`config.mk`:
```
export PLATFORM = sky130hd
export DESIGN_NAME = scrambled_halton_generator_top_flat
export DESIGN_NICKNAME = d
export VERILOG_FILES = /design/src/rtl/shg_pkg.sv /design/src/rtl/shg_in_if.sv /design/src/rtl/shg_out_if.sv /design/src/rtl/shg_ctrl.sv /design/src/rtl/shg_datapath.sv /design/src/rtl/scrambled_halton_generator_top.sv /design/src/flat_wrapper.sv
export SDC_FILE = /design/constraint.sdc
export NUM_CORES = 2
export LEC_CHECK = 0
export ABC_AREA = 1
export BUFFER_PORTS_ARGS = -buffer_cell sky130_fd_sc_hd__clkbuf_2
export CAP_MARGIN = 10
export CORE_UTILIZATION = 40
export CTS_CLUSTER_SIZE = 12
export DETAILED_ROUTE_END_ITERATION = 8
export PLACE_DENSITY_LB_ADDON = 0.2
export SETUP_SLACK_MARGIN = 0.2
export SLEW_MARGIN = 20
export SYNTH_ARGS = -nofsm -noshare
export SYNTH_HDL_FRONTEND = slang
export SYNTH_SLANG_ARGS = --single-unit
```
`constraint.sdc`:
```
create_clock -name i_clk -period 17.7 [get_ports i_clk]
set_clock_uncertainty 0.2 [all_clocks]
set_input_delay 0.885 -clock i_clk [delete_from_list [all_inputs] [get_ports i_clk]]
set_output_delay 0.885 -clock i_clk [all_outputs]
set_load 0.005 [all_outputs]
```
`src/rtl/shg_pkg.sv`:
```
// ----------------------------------------------------------------------------
// shg_pkg
// Types, constants and helpers shared by the scrambled Halton generator.
// ----------------------------------------------------------------------------
package shg_pkg;

    localparam int MAX_DIMS_DEF      = 8;
    localparam int MAX_DIGITS_DEF    = 32;
    localparam int FRACTION_BITS_DEF = 32;
    localparam int GUARD_BITS_DEF    = 8;

    localparam int OP_W    = 2;
    localparam int DIM_W   = 3;
    localparam int SLOT_W  = 5;
    localparam int FRAC_W  = 32;
    localparam int CFG_W   = 4;
    localparam int DIV_RAD = 4;   // quotient bits per divider cycle

    localparam logic [OP_W-1:0] OP_DRAW    = 2'd0;
    localparam logic [OP_W-1:0] OP_LOAD    = 2'd1;
    localparam logic [OP_W-1:0] OP_RESTART = 2'd2;

    typedef struct packed {
        logic load;
        logic restart;
        logic start_draw;
        logic rd_digit;
        logic adv_clr;
        logic adv_inc;
        logic grow;
        logic ovf;
        logic ri_init;
        logic ri_rd;
        logic perm_rd;
        logic div_load;
        logic div_step;
        logic next_dim;
    } t_cmd;

    typedef struct packed {
        logic idx_lt_cnt;
        logic cnt_full;
        logic digit_max;
        logic idx_zero;
        logic div_last;
        logic last_dim;
    } t_sts;

    function automatic logic [SLOT_W-1:0] prime_of(input logic [DIM_W-1:0] d);
        logic [SLOT_W-1:0] p;
        case (d)
            3'd0:    p = 5'd2;
            3'd1:    p = 5'd3;
            3'd2:    p = 5'd5;
            3'd3:    p = 5'd7;
            3'd4:    p = 5'd11;
            3'd5:    p = 5'd13;
            3'd6:    p = 5'd17;
            default: p = 5'd19;
        endcase
        return p;
    endfunction

endpackage

```
`src/rtl/shg_in_if.sv`:
```
// ----------------------------------------------------------------------------
// shg_in_if
// Request channel: operation and permutation load fields.
// ----------------------------------------------------------------------------
interface shg_in_if
    import shg_pkg::*;
();
    logic              valid;
    logic              ready;
    logic [OP_W-1:0]   operation;
    logic [DIM_W-1:0]  dimension;
    logic [SLOT_W-1:0] entry_index;
    logic [SLOT_W-1:0] entry_value;

    modport source (output valid, operation, dimension, entry_index, entry_value,
                    input ready);
    modport sink   (input valid, operation, dimension, entry_index, entry_value,
                    output ready);
endinterface

```
`src/rtl/shg_out_if.sv`:
```
// ----------------------------------------------------------------------------
// shg_out_if
// Result channel: one coordinate per transfer.
// ----------------------------------------------------------------------------
interface shg_out_if
    import shg_pkg::*;
();
    logic              valid;
    logic              ready;
    logic [DIM_W-1:0]  out_dimension;
    logic [FRAC_W-1:0] fraction;
    logic              last_of_point;
    logic              wrapped;

    modport source (output valid, out_dimension, fraction, last_of_point, wrapped,
                    input ready);
    modport sink   (input valid, out_dimension, fraction, last_of_point, wrapped,
                    output ready);
endinterface

```
`src/rtl/shg_ctrl.sv`:
```
// ----------------------------------------------------------------------------
// shg_ctrl
// Sequencer: counter increment, Horner walk and result handshake.
// ----------------------------------------------------------------------------
module shg_ctrl
    import shg_pkg::*;
(
    input  logic            i_clk,
    input  logic            i_rst_n,
    input  logic            i_in_valid,
    input  logic [OP_W-1:0] i_operation,
    output logic            o_in_ready,
    output logic            o_out_valid,
    input  logic            i_out_ready,
    input  t_sts            i_sts,
    output t_cmd            o_cmd
);

    typedef enum logic [8:0] {
        S_IDLE    = 9'b000000001,
        S_ADV_RD  = 9'b000000010,
        S_ADV_CHK = 9'b000000100,
        S_RI_INIT = 9'b000001000,
        S_RI_RD   = 9'b000010000,
        S_RI_PERM = 9'b000100000,
        S_RI_LOAD = 9'b001000000,
        S_RI_DIV  = 9'b010000000,
        S_OUT     = 9'b100000000
    } t_state;

    t_state r_state, n_state;

    always_ff @(posedge i_clk) begin
        if (!i_rst_n) begin
            r_state <= S_IDLE;
        end else begin
            r_state <= n_state;
        end
    end

    always_comb begin
        n_state     = r_state;
        o_cmd       = '0;
        o_in_ready  = 1'b0;
        o_out_valid = 1'b0;
        case (r_state)
            S_IDLE: begin
                o_in_ready = 1'b1;
                if (i_in_valid) begin
                    case (i_operation)
                        OP_DRAW: begin
                            o_cmd.start_draw = 1'b1;
                            n_state          = S_ADV_RD;
                        end
                        OP_LOAD:    o_cmd.load    = 1'b1;
                        OP_RESTART: o_cmd.restart = 1'b1;
                        default: ;
                    endcase
                end
            end
            S_ADV_RD: begin
                if (i_sts.idx_lt_cnt) begin
                    o_cmd.rd_digit = 1'b1;
                    n_state        = S_ADV_CHK;
                end else if (!i_sts.cnt_full) begin
                    o_cmd.grow = 1'b1;
                    n_state    = S_RI_INIT;
                end else begin
                    o_cmd.ovf = 1'b1;
                    n_state   = S_OUT;
                end
            end
            S_ADV_CHK: begin
                // propagate carry while the digit sits at base-1
                if (i_sts.digit_max) begin
                    o_cmd.adv_clr = 1'b1;
                    n_state       = S_ADV_RD;
                end else begin
                    o_cmd.adv_inc = 1'b1;
                    n_state       = S_RI_INIT;
                end
            end
            S_RI_INIT: begin
                o_cmd.ri_init = 1'b1;
                n_state       = S_RI_RD;
            end
            S_RI_RD: begin
                if (i_sts.idx_zero) begin
                    n_state = S_OUT;
                end else begin
                    o_cmd.ri_rd = 1'b1;
                    n_state     = S_RI_PERM;
                end
            end
            S_RI_PERM: begin
                o_cmd.perm_rd = 1'b1;
                n_state       = S_RI_LOAD;
            end
            S_RI_LOAD: begin
                o_cmd.div_load = 1'b1;
                n_state        = S_RI_DIV;
            end
            S_RI_DIV: begin
                o_cmd.div_step = 1'b1;
                if (i_sts.div_last) begin
                    n_state = S_RI_RD;
                end
            end
            S_OUT: begin
                o_out_valid = 1'b1;
                if (i_out_ready) begin
                    if (i_sts.last_dim) begin
                        n_state = S_IDLE;
                    end else begin
                        o_cmd.next_dim = 1'b1;
                        n_state        = S_ADV_RD;
                    end
                end
            end
            default: n_state = S_IDLE;
        endcase
    end

endmodule

```
`src/rtl/shg_datapath.sv`:
```
// ----------------------------------------------------------------------------
// shg_datapath
// Digit counters, permutation tables, radix-16 divider and result registers.
// ----------------------------------------------------------------------------
module shg_datapath
    import shg_pkg::*;
#(
    parameter int MAX_DIMS      = MAX_DIMS_DEF,
    parameter int MAX_DIGITS    = MAX_DIGITS_DEF,
    parameter int FRACTION_BITS = FRACTION_BITS_DEF,
    parameter int GUARD_BITS    = GUARD_BITS_DEF
) (
    input  logic              i_clk,
    input  logic              i_rst_n,
    input  logic              i_cfg_we,
    input  logic [CFG_W-1:0]  i_cfg_wdata,
    input  logic [DIM_W-1:0]  i_dimension,
    input  logic [SLOT_W-1:0] i_entry_index,
    input  logic [SLOT_W-1:0] i_entry_value,
    input  t_cmd              i_cmd,
    output t_sts              o_sts,
    output logic [DIM_W-1:0]  o_out_dimension,
    output logic [FRAC_W-1:0] o_fraction,
    output logic              o_last_of_point,
    output logic              o_wrapped
);

    localparam int PREC_RAW  = FRACTION_BITS + GUARD_BITS;
    localparam int PREC      = (PREC_RAW > 58) ? 58 : PREC_RAW;
    localparam int OUT_SHIFT = (PREC > FRACTION_BITS) ? PREC - FRACTION_BITS : 0;
    localparam int DW        = (MAX_DIMS > 1) ? $clog2(MAX_DIMS) : 1;
    localparam int DIG_AW    = $clog2(MAX_DIGITS);
    localparam int CNT_W     = $clog2(MAX_DIGITS + 1);
    localparam int DVD_W     = PREC + SLOT_W;
    localparam int DIV_CYC   = (DVD_W + DIV_RAD - 1) / DIV_RAD;
    localparam int DIV_PW    = DIV_CYC * DIV_RAD;
    localparam int DIVC_W    = (DIV_CYC > 1) ? $clog2(DIV_CYC) : 1;
    localparam int PA_W      = DW + SLOT_W;
    localparam int DA_W      = DW + DIG_AW;

    logic [CFG_W-1:0]  r_dims;
    logic [DW-1:0]     r_d;
    logic [CNT_W-1:0]  r_idx;
    logic [CNT_W-1:0]  r_cnt [MAX_DIMS];
    logic [PREC-1:0]   r_f;
    logic              r_wrap;
    logic [DIV_PW-1:0] r_q;
    logic [SLOT_W-1:0] r_rem;
    logic [DIVC_W-1:0] r_divc;

    logic [SLOT_W-1:0] dig_mem [2**DA_W];
    logic [SLOT_W-1:0] r_dig_rd;
    logic [SLOT_W-1:0] perm_mem [2**PA_W];
    logic              r_perm_vld [2**PA_W];
    logic [SLOT_W-1:0] r_perm_rd;
    logic              r_perm_hit;
    logic [SLOT_W-1:0] r_perm_slot;

    logic [CNT_W-1:0]  cur_cnt;
    logic [SLOT_W-1:0] base;
    logic [CFG_W-1:0]  n_act;
    logic [CNT_W-1:0]  idx_m1;
    logic [SLOT_W-1:0] perm_val;
    logic              load_ok;
    logic [PA_W-1:0]   load_addr;
    logic [PA_W-1:0]   perm_addr;
    logic              dig_we;
    logic [DA_W-1:0]   dig_waddr;
    logic [SLOT_W-1:0] dig_wdata;
    logic              dig_re;
    logic [DA_W-1:0]   dig_raddr;
    logic [DIV_PW-1:0] n_q;
    logic [SLOT_W-1:0] n_rem;
    logic [SLOT_W:0]   trial;
    logic [PREC+FRAC_W-1:0] f_ext;

    assign cur_cnt  = r_cnt[r_d];
    assign base     = prime_of(DIM_W'(r_d));
    assign idx_m1   = r_idx - CNT_W'(1);
    assign perm_val = r_perm_hit ? r_perm_rd : r_perm_slot;

    always_comb begin
        if (r_dims == '0) begin
            n_act = CFG_W'(1);
        end else if (r_dims > CFG_W'(MAX_DIMS)) begin
            n_act = CFG_W'(MAX_DIMS);
        end else begin
            n_act = r_dims;
        end
    end

    assign load_ok = ({1'b0, i_dimension} < (DIM_W+1)'(MAX_DIMS))
                   && (i_entry_index < prime_of(i_dimension))
                   && (i_entry_value < prime_of(i_dimension));
    assign load_addr = {i_dimension[DW-1:0], i_entry_index};
    assign perm_addr = {r_d, r_dig_rd};

    always_comb begin
        dig_we    = 1'b0;
        dig_waddr = {r_d, r_idx[DIG_AW-1:0]};
        dig_wdata = '0;
        if (i_cmd.adv_clr) begin
            dig_we = 1'b1;
        end else if (i_cmd.adv_inc) begin
            dig_we    = 1'b1;
            dig_wdata = r_dig_rd + SLOT_W'(1);
        end else if (i_cmd.grow) begin
            dig_we    = 1'b1;
            dig_waddr = {r_d, cur_cnt[DIG_AW-1:0]};
            dig_wdata = SLOT_W'(1);
        end
        dig_re    = i_cmd.rd_digit | i_cmd.ri_rd;
        dig_raddr = i_cmd.ri_rd ? {r_d, idx_m1[DIG_AW-1:0]} : {r_d, r_idx[DIG_AW-1:0]};
    end

    // one restoring step per quotient bit, DIV_RAD bits a cycle
    always_comb begin
        n_q   = r_q;
        n_rem = r_rem;
        trial = '0;
        for (int j = 0; j < DIV_RAD; j++) begin
            trial = {n_rem, n_q[DIV_PW-1]};
            n_q   = {n_q[DIV_PW-2:0], 1'b0};
            if (trial >= {1'b0, base}) begin
                n_rem  = SLOT_W'(trial - {1'b0, base});
                n_q[0] = 1'b1;
            end else begin
                n_rem = trial[SLOT_W-1:0];
            end
        end
    end

    always_ff @(posedge i_clk) begin
        if (dig_we) begin
            dig_mem[dig_waddr] <= dig_wdata;
        end
        if (dig_re) begin
            r_dig_rd <= dig_mem[dig_raddr];
        end
        if (i_cmd.load && load_ok) begin
            perm_mem[load_addr] <= i_entry_value;
        end
        if (i_cmd.perm_rd) begin
            r_perm_rd   <= perm_mem[perm_addr];
            r_perm_hit  <= r_perm_vld[perm_addr];
            r_perm_slot <= r_dig_rd;
        end
    end

    always_ff @(posedge i_clk) begin
        if (!i_rst_n) begin
            for (int a = 0; a < 2**PA_W; a++) begin
                r_perm_vld[a] <= 1'b0;
            end
        end else if (i_cmd.load && load_ok) begin
            r_perm_vld[load_addr] <= 1'b1;
        end
    end

    always_ff @(posedge i_clk) begin
        if (!i_rst_n) begin
            r_dims <= CFG_W'(1);
            r_d    <= '0;
            r_idx  <= '0;
            r_wrap <= 1'b0;
            r_divc <= '0;
            for (int k = 0; k < MAX_DIMS; k++) begin
                r_cnt[k] <= '0;
            end
        end else begin
            if (i_cfg_we) begin
                r_dims <= i_cfg_wdata;
            end
            if (i_cmd.restart) begin
                for (int k = 0; k < MAX_DIMS; k++) begin
                    r_cnt[k] <= '0;
                end
            end
            if (i_cmd.start_draw) begin
                r_d    <= '0;
                r_idx  <= '0;
                r_wrap <= 1'b0;
            end
            if (i_cmd.next_dim) begin
                r_d    <= r_d + DW'(1);
                r_idx  <= '0;
                r_wrap <= 1'b0;
            end
            if (i_cmd.adv_clr) begin
                r_idx <= r_idx + CNT_W'(1);
            end
            if (i_cmd.grow) begin
                r_cnt[r_d] <= cur_cnt + CNT_W'(1);
            end
            if (i_cmd.ovf) begin
                r_cnt[r_d] <= '0;
                r_wrap     <= 1'b1;
            end
            if (i_cmd.ri_init) begin
                r_idx <= cur_cnt;
            end
            if (i_cmd.ri_rd) begin
                r_idx <= idx_m1;
            end
            if (i_cmd.div_load) begin
                r_divc <= '0;
            end
            if (i_cmd.div_step) begin
                r_divc <= r_divc + DIVC_W'(1);
            end
        end
    end

    always_ff @(posedge i_clk) begin
        if (i_cmd.ovf || i_cmd.ri_init) begin
            r_f <= '0;
        end
        if (i_cmd.div_load) begin
            r_q   <= DIV_PW'({perm_val, r_f});
            r_rem <= '0;
        end
        if (i_cmd.div_step) begin
            r_q   <= n_q;
            r_rem <= n_rem;
            if (o_sts.div_last) begin
                r_f <= n_q[PREC-1:0];
            end
        end
    end

    assign o_sts.idx_lt_cnt = (r_idx < cur_cnt);
    assign o_sts.cnt_full   = (cur_cnt == CNT_W'(MAX_DIGITS));
    assign o_sts.digit_max  = (r_dig_rd == base - SLOT_W'(1));
    assign o_sts.idx_zero   = (r_idx == '0);
    assign o_sts.div_last   = (r_divc == DIVC_W'(DIV_CYC - 1));
    assign o_sts.last_dim   = ((CFG_W'(r_d) + CFG_W'(1)) == n_act);

    assign f_ext           = {{FRAC_W{1'b0}}, r_f} >> OUT_SHIFT;
    assign o_fraction      = f_ext[FRAC_W-1:0];
    assign o_out_dimension = DIM_W'(r_d);
    assign o_last_of_point = o_sts.last_dim;
    assign o_wrapped       = r_wrap;

endmodule

```
`src/rtl/scrambled_halton_generator_top.sv`:
```
// ----------------------------------------------------------------------------
// scrambled_halton_generator_top
// Generalized Halton point generator with loadable digit permutations.
//
//  channel   dir  handshake      contents
//  i_req     in   valid/ready    operation, dimension, entry_index, entry_value
//  o_rsp     out  valid/ready    out_dimension, fraction, last_of_point, wrapped
//  i_cfg_*   in   write enable   dims_in_use
//
// Load, restart and unused operations complete in the idle state. A draw, per
// dimension, clears each carried digit, then increments the first digit below
// base-1 or appends a new digit of one, then runs the n-digit Horner walk (read,
// permute, load, divide per digit) on the shared radix-16 divider; the result
// then waits in its register until taken. An overflowed counter skips the walk
// and shows its result the cycle after. Reset is synchronous; tables need no
// sweep after it. A stalled result blocks the next request.
// ----------------------------------------------------------------------------
module scrambled_halton_generator_top
    import shg_pkg::*;
#(
    parameter int MAX_DIMS      = MAX_DIMS_DEF,
    parameter int MAX_DIGITS    = MAX_DIGITS_DEF,
    parameter int FRACTION_BITS = FRACTION_BITS_DEF,
    parameter int GUARD_BITS    = GUARD_BITS_DEF
) (
    input  logic             i_clk,
    input  logic             i_rst_n,
    input  logic             i_cfg_we,
    input  logic [CFG_W-1:0] i_cfg_wdata,
    shg_in_if.sink           i_req,
    shg_out_if.source        o_rsp
);

    t_cmd cmd;
    t_sts sts;

    shg_ctrl u_ctrl (
        .i_clk       (i_clk),
        .i_rst_n     (i_rst_n),
        .i_in_valid  (i_req.valid),
        .i_operation (i_req.operation),
        .o_in_ready  (i_req.ready),
        .o_out_valid (o_rsp.valid),
        .i_out_ready (o_rsp.ready),
        .i_sts       (sts),
        .o_cmd       (cmd)
    );

    shg_datapath #(
        .MAX_DIMS      (MAX_DIMS),
        .MAX_DIGITS    (MAX_DIGITS),
        .FRACTION_BITS (FRACTION_BITS),
        .GUARD_BITS    (GUARD_BITS)
    ) u_dp (
        .i_clk           (i_clk),
        .i_rst_n         (i_rst_n),
        .i_cfg_we        (i_cfg_we),
        .i_cfg_wdata     (i_cfg_wdata),
        .i_dimension     (i_req.dimension),
        .i_entry_index   (i_req.entry_index),
        .i_entry_value   (i_req.entry_value),
        .i_cmd           (cmd),
        .o_sts           (sts),
        .o_out_dimension (o_rsp.out_dimension),
        .o_fraction      (o_rsp.fraction),
        .o_last_of_point (o_rsp.last_of_point),
        .o_wrapped       (o_rsp.wrapped)
    );

endmodule

```
`src/flat_wrapper.sv`:
```
// flat-port wrapper written by rule: the top's interface ports become plain ports
module scrambled_halton_generator_top_flat import shg_pkg::*;
#(
    parameter int MAX_DIMS      = MAX_DIMS_DEF,
    parameter int MAX_DIGITS    = MAX_DIGITS_DEF,
    parameter int FRACTION_BITS = FRACTION_BITS_DEF,
    parameter int GUARD_BITS    = GUARD_BITS_DEF
)
  (i_clk, i_rst_n, i_cfg_we, i_cfg_wdata, i_req_valid, i_req_operation, i_req_dimension, i_req_entry_index, i_req_entry_value, i_req_ready, o_rsp_valid, o_rsp_out_dimension, o_rsp_fraction, o_rsp_last_of_point, o_rsp_wrapped, o_rsp_ready);
  shg_in_if i_req_i ();
  shg_out_if o_rsp_i ();
  input  logic i_clk;
  input  logic i_rst_n;
  input  logic i_cfg_we;
  input  logic [CFG_W-1:0] i_cfg_wdata;
  input wire logic [$bits(i_req_i.valid)-1:0] i_req_valid;
  input wire logic [$bits(i_req_i.operation)-1:0] i_req_operation;
  input wire logic [$bits(i_req_i.dimension)-1:0] i_req_dimension;
  input wire logic [$bits(i_req_i.entry_index)-1:0] i_req_entry_index;
  input wire logic [$bits(i_req_i.entry_value)-1:0] i_req_entry_value;
  output wire logic [$bits(i_req_i.ready)-1:0] i_req_ready;
  output wire logic [$bits(o_rsp_i.valid)-1:0] o_rsp_valid;
  output wire logic [$bits(o_rsp_i.out_dimension)-1:0] o_rsp_out_dimension;
  output wire logic [$bits(o_rsp_i.fraction)-1:0] o_rsp_fraction;
  output wire logic [$bits(o_rsp_i.last_of_point)-1:0] o_rsp_last_of_point;
  output wire logic [$bits(o_rsp_i.wrapped)-1:0] o_rsp_wrapped;
  input wire logic [$bits(o_rsp_i.ready)-1:0] o_rsp_ready;
  assign i_req_i.valid = i_req_valid;
  assign i_req_i.operation = i_req_operation;
  assign i_req_i.dimension = i_req_dimension;
  assign i_req_i.entry_index = i_req_entry_index;
  assign i_req_i.entry_value = i_req_entry_value;
  assign i_req_ready = i_req_i.ready;
  assign o_rsp_valid = o_rsp_i.valid;
  assign o_rsp_out_dimension = o_rsp_i.out_dimension;
  assign o_rsp_fraction = o_rsp_i.fraction;
  assign o_rsp_last_of_point = o_rsp_i.last_of_point;
  assign o_rsp_wrapped = o_rsp_i.wrapped;
  assign o_rsp_i.ready = o_rsp_ready;
  scrambled_halton_generator_top #(.MAX_DIMS(MAX_DIMS), .MAX_DIGITS(MAX_DIGITS), .FRACTION_BITS(FRACTION_BITS), .GUARD_BITS(GUARD_BITS)) u_core (.i_clk(i_clk), .i_rst_n(i_rst_n), .i_cfg_we(i_cfg_we), .i_cfg_wdata(i_cfg_wdata), .i_req(i_req_i), .o_rsp(o_rsp_i));
endmodule
```
==> results.md <==
- Final antenna-violating net count: 0
- Core Region: approximately 310000 um^2
- CTS root buf: clkbuf_16
- CTS clk-pin slew, worst paths: 0.06 ns
- Nature of the critical path startpoint: flip-flop
- Synth area leader: edfxtp_1
- IO Port Bufs: 62
- Nets: 11000
- Switching power of the nets: approximately 4000 uW
- Maximum level of the CTS H-tree: 5
- Final Max Slew Viols: 0
- Period minus WS final: 8.92 ns
- Syn Area/Cell: 11.3 um^2
- Maximum root-to-sink buffer count: 4
- Hold_buf cts: 3
- Hpwl dp: 206 mm
- Fmax: 0.112 GHz
- Initial antenna violation count: 13
- Switch share: 0.252
- Hold Crit Class: input pin to flip-flop
- Routed vias/inst: 5.65
- Setup violators final: 0
- Critical Path RT: between 15 and 20 ns
- Die W: 565 um
- Post-synth top area share: 0.634
- CTS buffer count: 327
- Share of cells above drive strength 1: 0.0678
- Clock power share: 0.415
- Post-CTS resize count: 0
- Clk_lat worst skew: 0.91 ns
- FILL cells: 29000
- Rows: 206
- Yosys cell types: 52
- Crit path max fanout: 35
- Fin crit share: 0.504
- Synth area leaders: edfxtp_1 63%, nand2_1 5.2%, dfxtp_1 5.2%
- First-pass GRT wire length: around 550 mm
- Max_cap viols: 0
- Routed vias: 86800
- Die H: between 500 and 600 um
- Outcome: finished clean
- Final Hold Fails: 0
- Clock net sink count: 3003
- Max-slew headroom: 0.241
- CTS tree: built
- Total Power: 15800 uW
- Drt wl/cell: 24.1 um
- VDD IR max: 0.0828 mV
- Io pins: 63
- DRT iter0 DRCs: 9223
- Kind of critical path: flip-flop to flip-flop
- Post-Route WL: 369 mm
- Most common cell after layout, fill and taps aside: edfxtp_1
- Area added between synthesis and finish: 10.8%
- Ys async rst share: 0
- Post-CTS setup buffer count: 0
- DRC: 0
- Yosys reg bits: 3003
- Vias in the first global route: 84700
- GPL Wtd Cong: 0.826
- EDFF count, synth: ~2700
- Worst slew pin tran: 1.14 ns
- Largest net degree at the start of global routing: between 200 and 250
- Gate power share: 0.097
- Crit-path most repeated cell: inv_1
- Yosys warnings: 0
- Total grt overflow: 0
- Power Density: 113 nW/um^2
- Syn nets: 11300
- Post-synth top flop: edfxtp_1
- Seq pwr share: 0.488
- TNS Setup: 0 ns
- Internal: 11800 uW
- Sequential element share of the synthesized area: 0.686
- Initial core utilization: 0.402
- CP Capture Type: flip-flop
- Drt first pass iters: 6
- RSZ-0062 raised after global routing: false
- Die area: 319000 um^2
- Cells after Synth: 11200
- Crit path largest cell delay: 0.72 ns
- Commonest cells after routing, fill and taps aside: 2677 x edfxtp_1, 1736 x nand2_1, 1161 x nor2_1
- Mapped Area: between 100000 and 150000 um^2
- CP max-delay cell: buf_4
- GRT Total Usage: 0.226
- Pleak: 0.0466 uW
- Worst path arrival time: 9.35 ns
==> worst paths after layout <==
check / from / endpoint / slack (ns) / cells after the start
setup / recovery: u_core.u_dp.o_out_dimension[0]$_SDFFE_PN0N_ / u_core.u_dp.r_rem[3]$_SDFFCE_PN0P_ / 8.78 / 44
hold reg to reg: u_core.u_dp.r_perm_vld[84]$_DFF_P_ / u_core.u_dp.r_perm_vld[84]$_DFF_P_ / 0.25 / 2
setup reg to reg: u_core.u_dp.o_out_dimension[0]$_SDFFE_PN0N_ / u_core.u_dp.r_rem[3]$_SDFFCE_PN0P_ / 8.78 / 44
hold / removal: i_cfg_we / u_core.u_dp.r_dims[0]$_SDFFE_PN1P_ / 0.08 / 3
==> registers in the layout, indices dropped and copies added (netlist names), named ones only <==
| register | cells |
|---|---|
| u_core.u_dp.o_out_dimension | 3 |
| u_core.u_dp.r_perm_vld | 256 |
| u_core.u_dp.r_divc | 4 |
| u_core.u_dp.dig_mem | 1280 |
| u_core.u_dp.o_wrapped | 1 |
| u_core.u_dp.r_q | 48 |
| u_core.u_dp.r_perm_hit | 1 |
| u_core.u_dp.r_perm_slot | 5 |
| u_core.u_dp.r_rem | 5 |
| u_core.u_dp.r_perm_rd | 5 |
| u_core.u_dp.perm_mem | 1280 |
| u_core.u_dp.r_idx | 6 |
| u_core.u_dp.r_dig_rd | 5 |
| u_core.u_dp.r_cnt | 48 |
| u_core.u_dp.r_f | 40 |
| u_core.u_ctrl.r_state | 9 |
| u_core.u_dp.r_dims | 4 |
==> worst max-delay path, delay by kind of cell, from the launching register on <==
family                   cells  cell delay, ns
AO/OA/AOI/OAI               12            2.27
buffers and inverters       11            2.16
AND/OR/NAND/NOR             16            1.98
adder cells (fa/ha/maj)      5            1.69
flip-flops                   1            0.38
==> area by class of cell <==
class	count	area, um^2	share of cell area
clock buffers	437	8810	0.0628
flip-flops and latches	3003	86900	0.619
well taps	4160	5200	0.0371
diodes	6	15.0	0.000107
inverters	769	2920	0.0208
multi-input cells	6610	33500	0.239
clock inverters	145	1330	0.00946
repair buffers	215	1700	0.0121
==> per-stage QoR <==
stage	instances	utilization	hold WS [ns]	setup slack [ns]	area [um^2]
floorplan	11200	-	0.223	2.60	127000
detailed placement	14800	0.413	0.237	8.73	130000
global route	15300	0.446	0.0698	7.86	140000
finish	15300	0.446	0.0815	8.78	140000
CTS	15300	0.446	0.0302	8.71	140000
global placement	14800	0.413	0.232	8.48	130000
==> Yosys cell counts, drive strengths merged (2+ instances only) <==
cell       n
xnor2     11
dfxtp    326
o31ai    117
ha        46
or2        4
nand3   1076
o221ai   143
a22o       6
nand2   1761
nand3b   168
nor3     205
o211ai   338
a211oi     3
fa         4
mux2i      3
inv      761
and3       2
edfxtp  2677
buf      267
clkbuf   598
xor2      19
o21ai    897
nor2    1176
a31oi     16
clkinv     8
nor4       5
o22ai    204
o21a       4
nand4     17
a21oi    238
o32ai    140
a32o       3
==> per-layer routing <==
layer,track usage,part of all wire
met1,0.313,0.43
met2,0.371,0.47
met3,0.0289,0.070
met4,0.0716,0.031
met5,0,0
==> power groups by stage <==
stage | logic, uW | registers, uW | clock network (uW)
floorplan | 986 | 7870 | 0
global placement | 1520 | 7870 | 0
detailed placement | 1520 | 7870 | 0
CTS | 1530 | 7720 | 6660
global route | 1670 | 7720 | 6930
finish | 1530 | 7720 | 6570
==> cell families after synthesis <==
kind of cell	after synthesis	share of synthesized area
simple gates	4415	0.151
flops	3003	0.686
compound gates	2112	0.104
buf+inv	1634	0.0518
fa+ha+maj	50	0.00517
xor+xnor	30	0.00207
mux	3	0.000237
No activity file was read; power rests on OpenSTA's default activity.
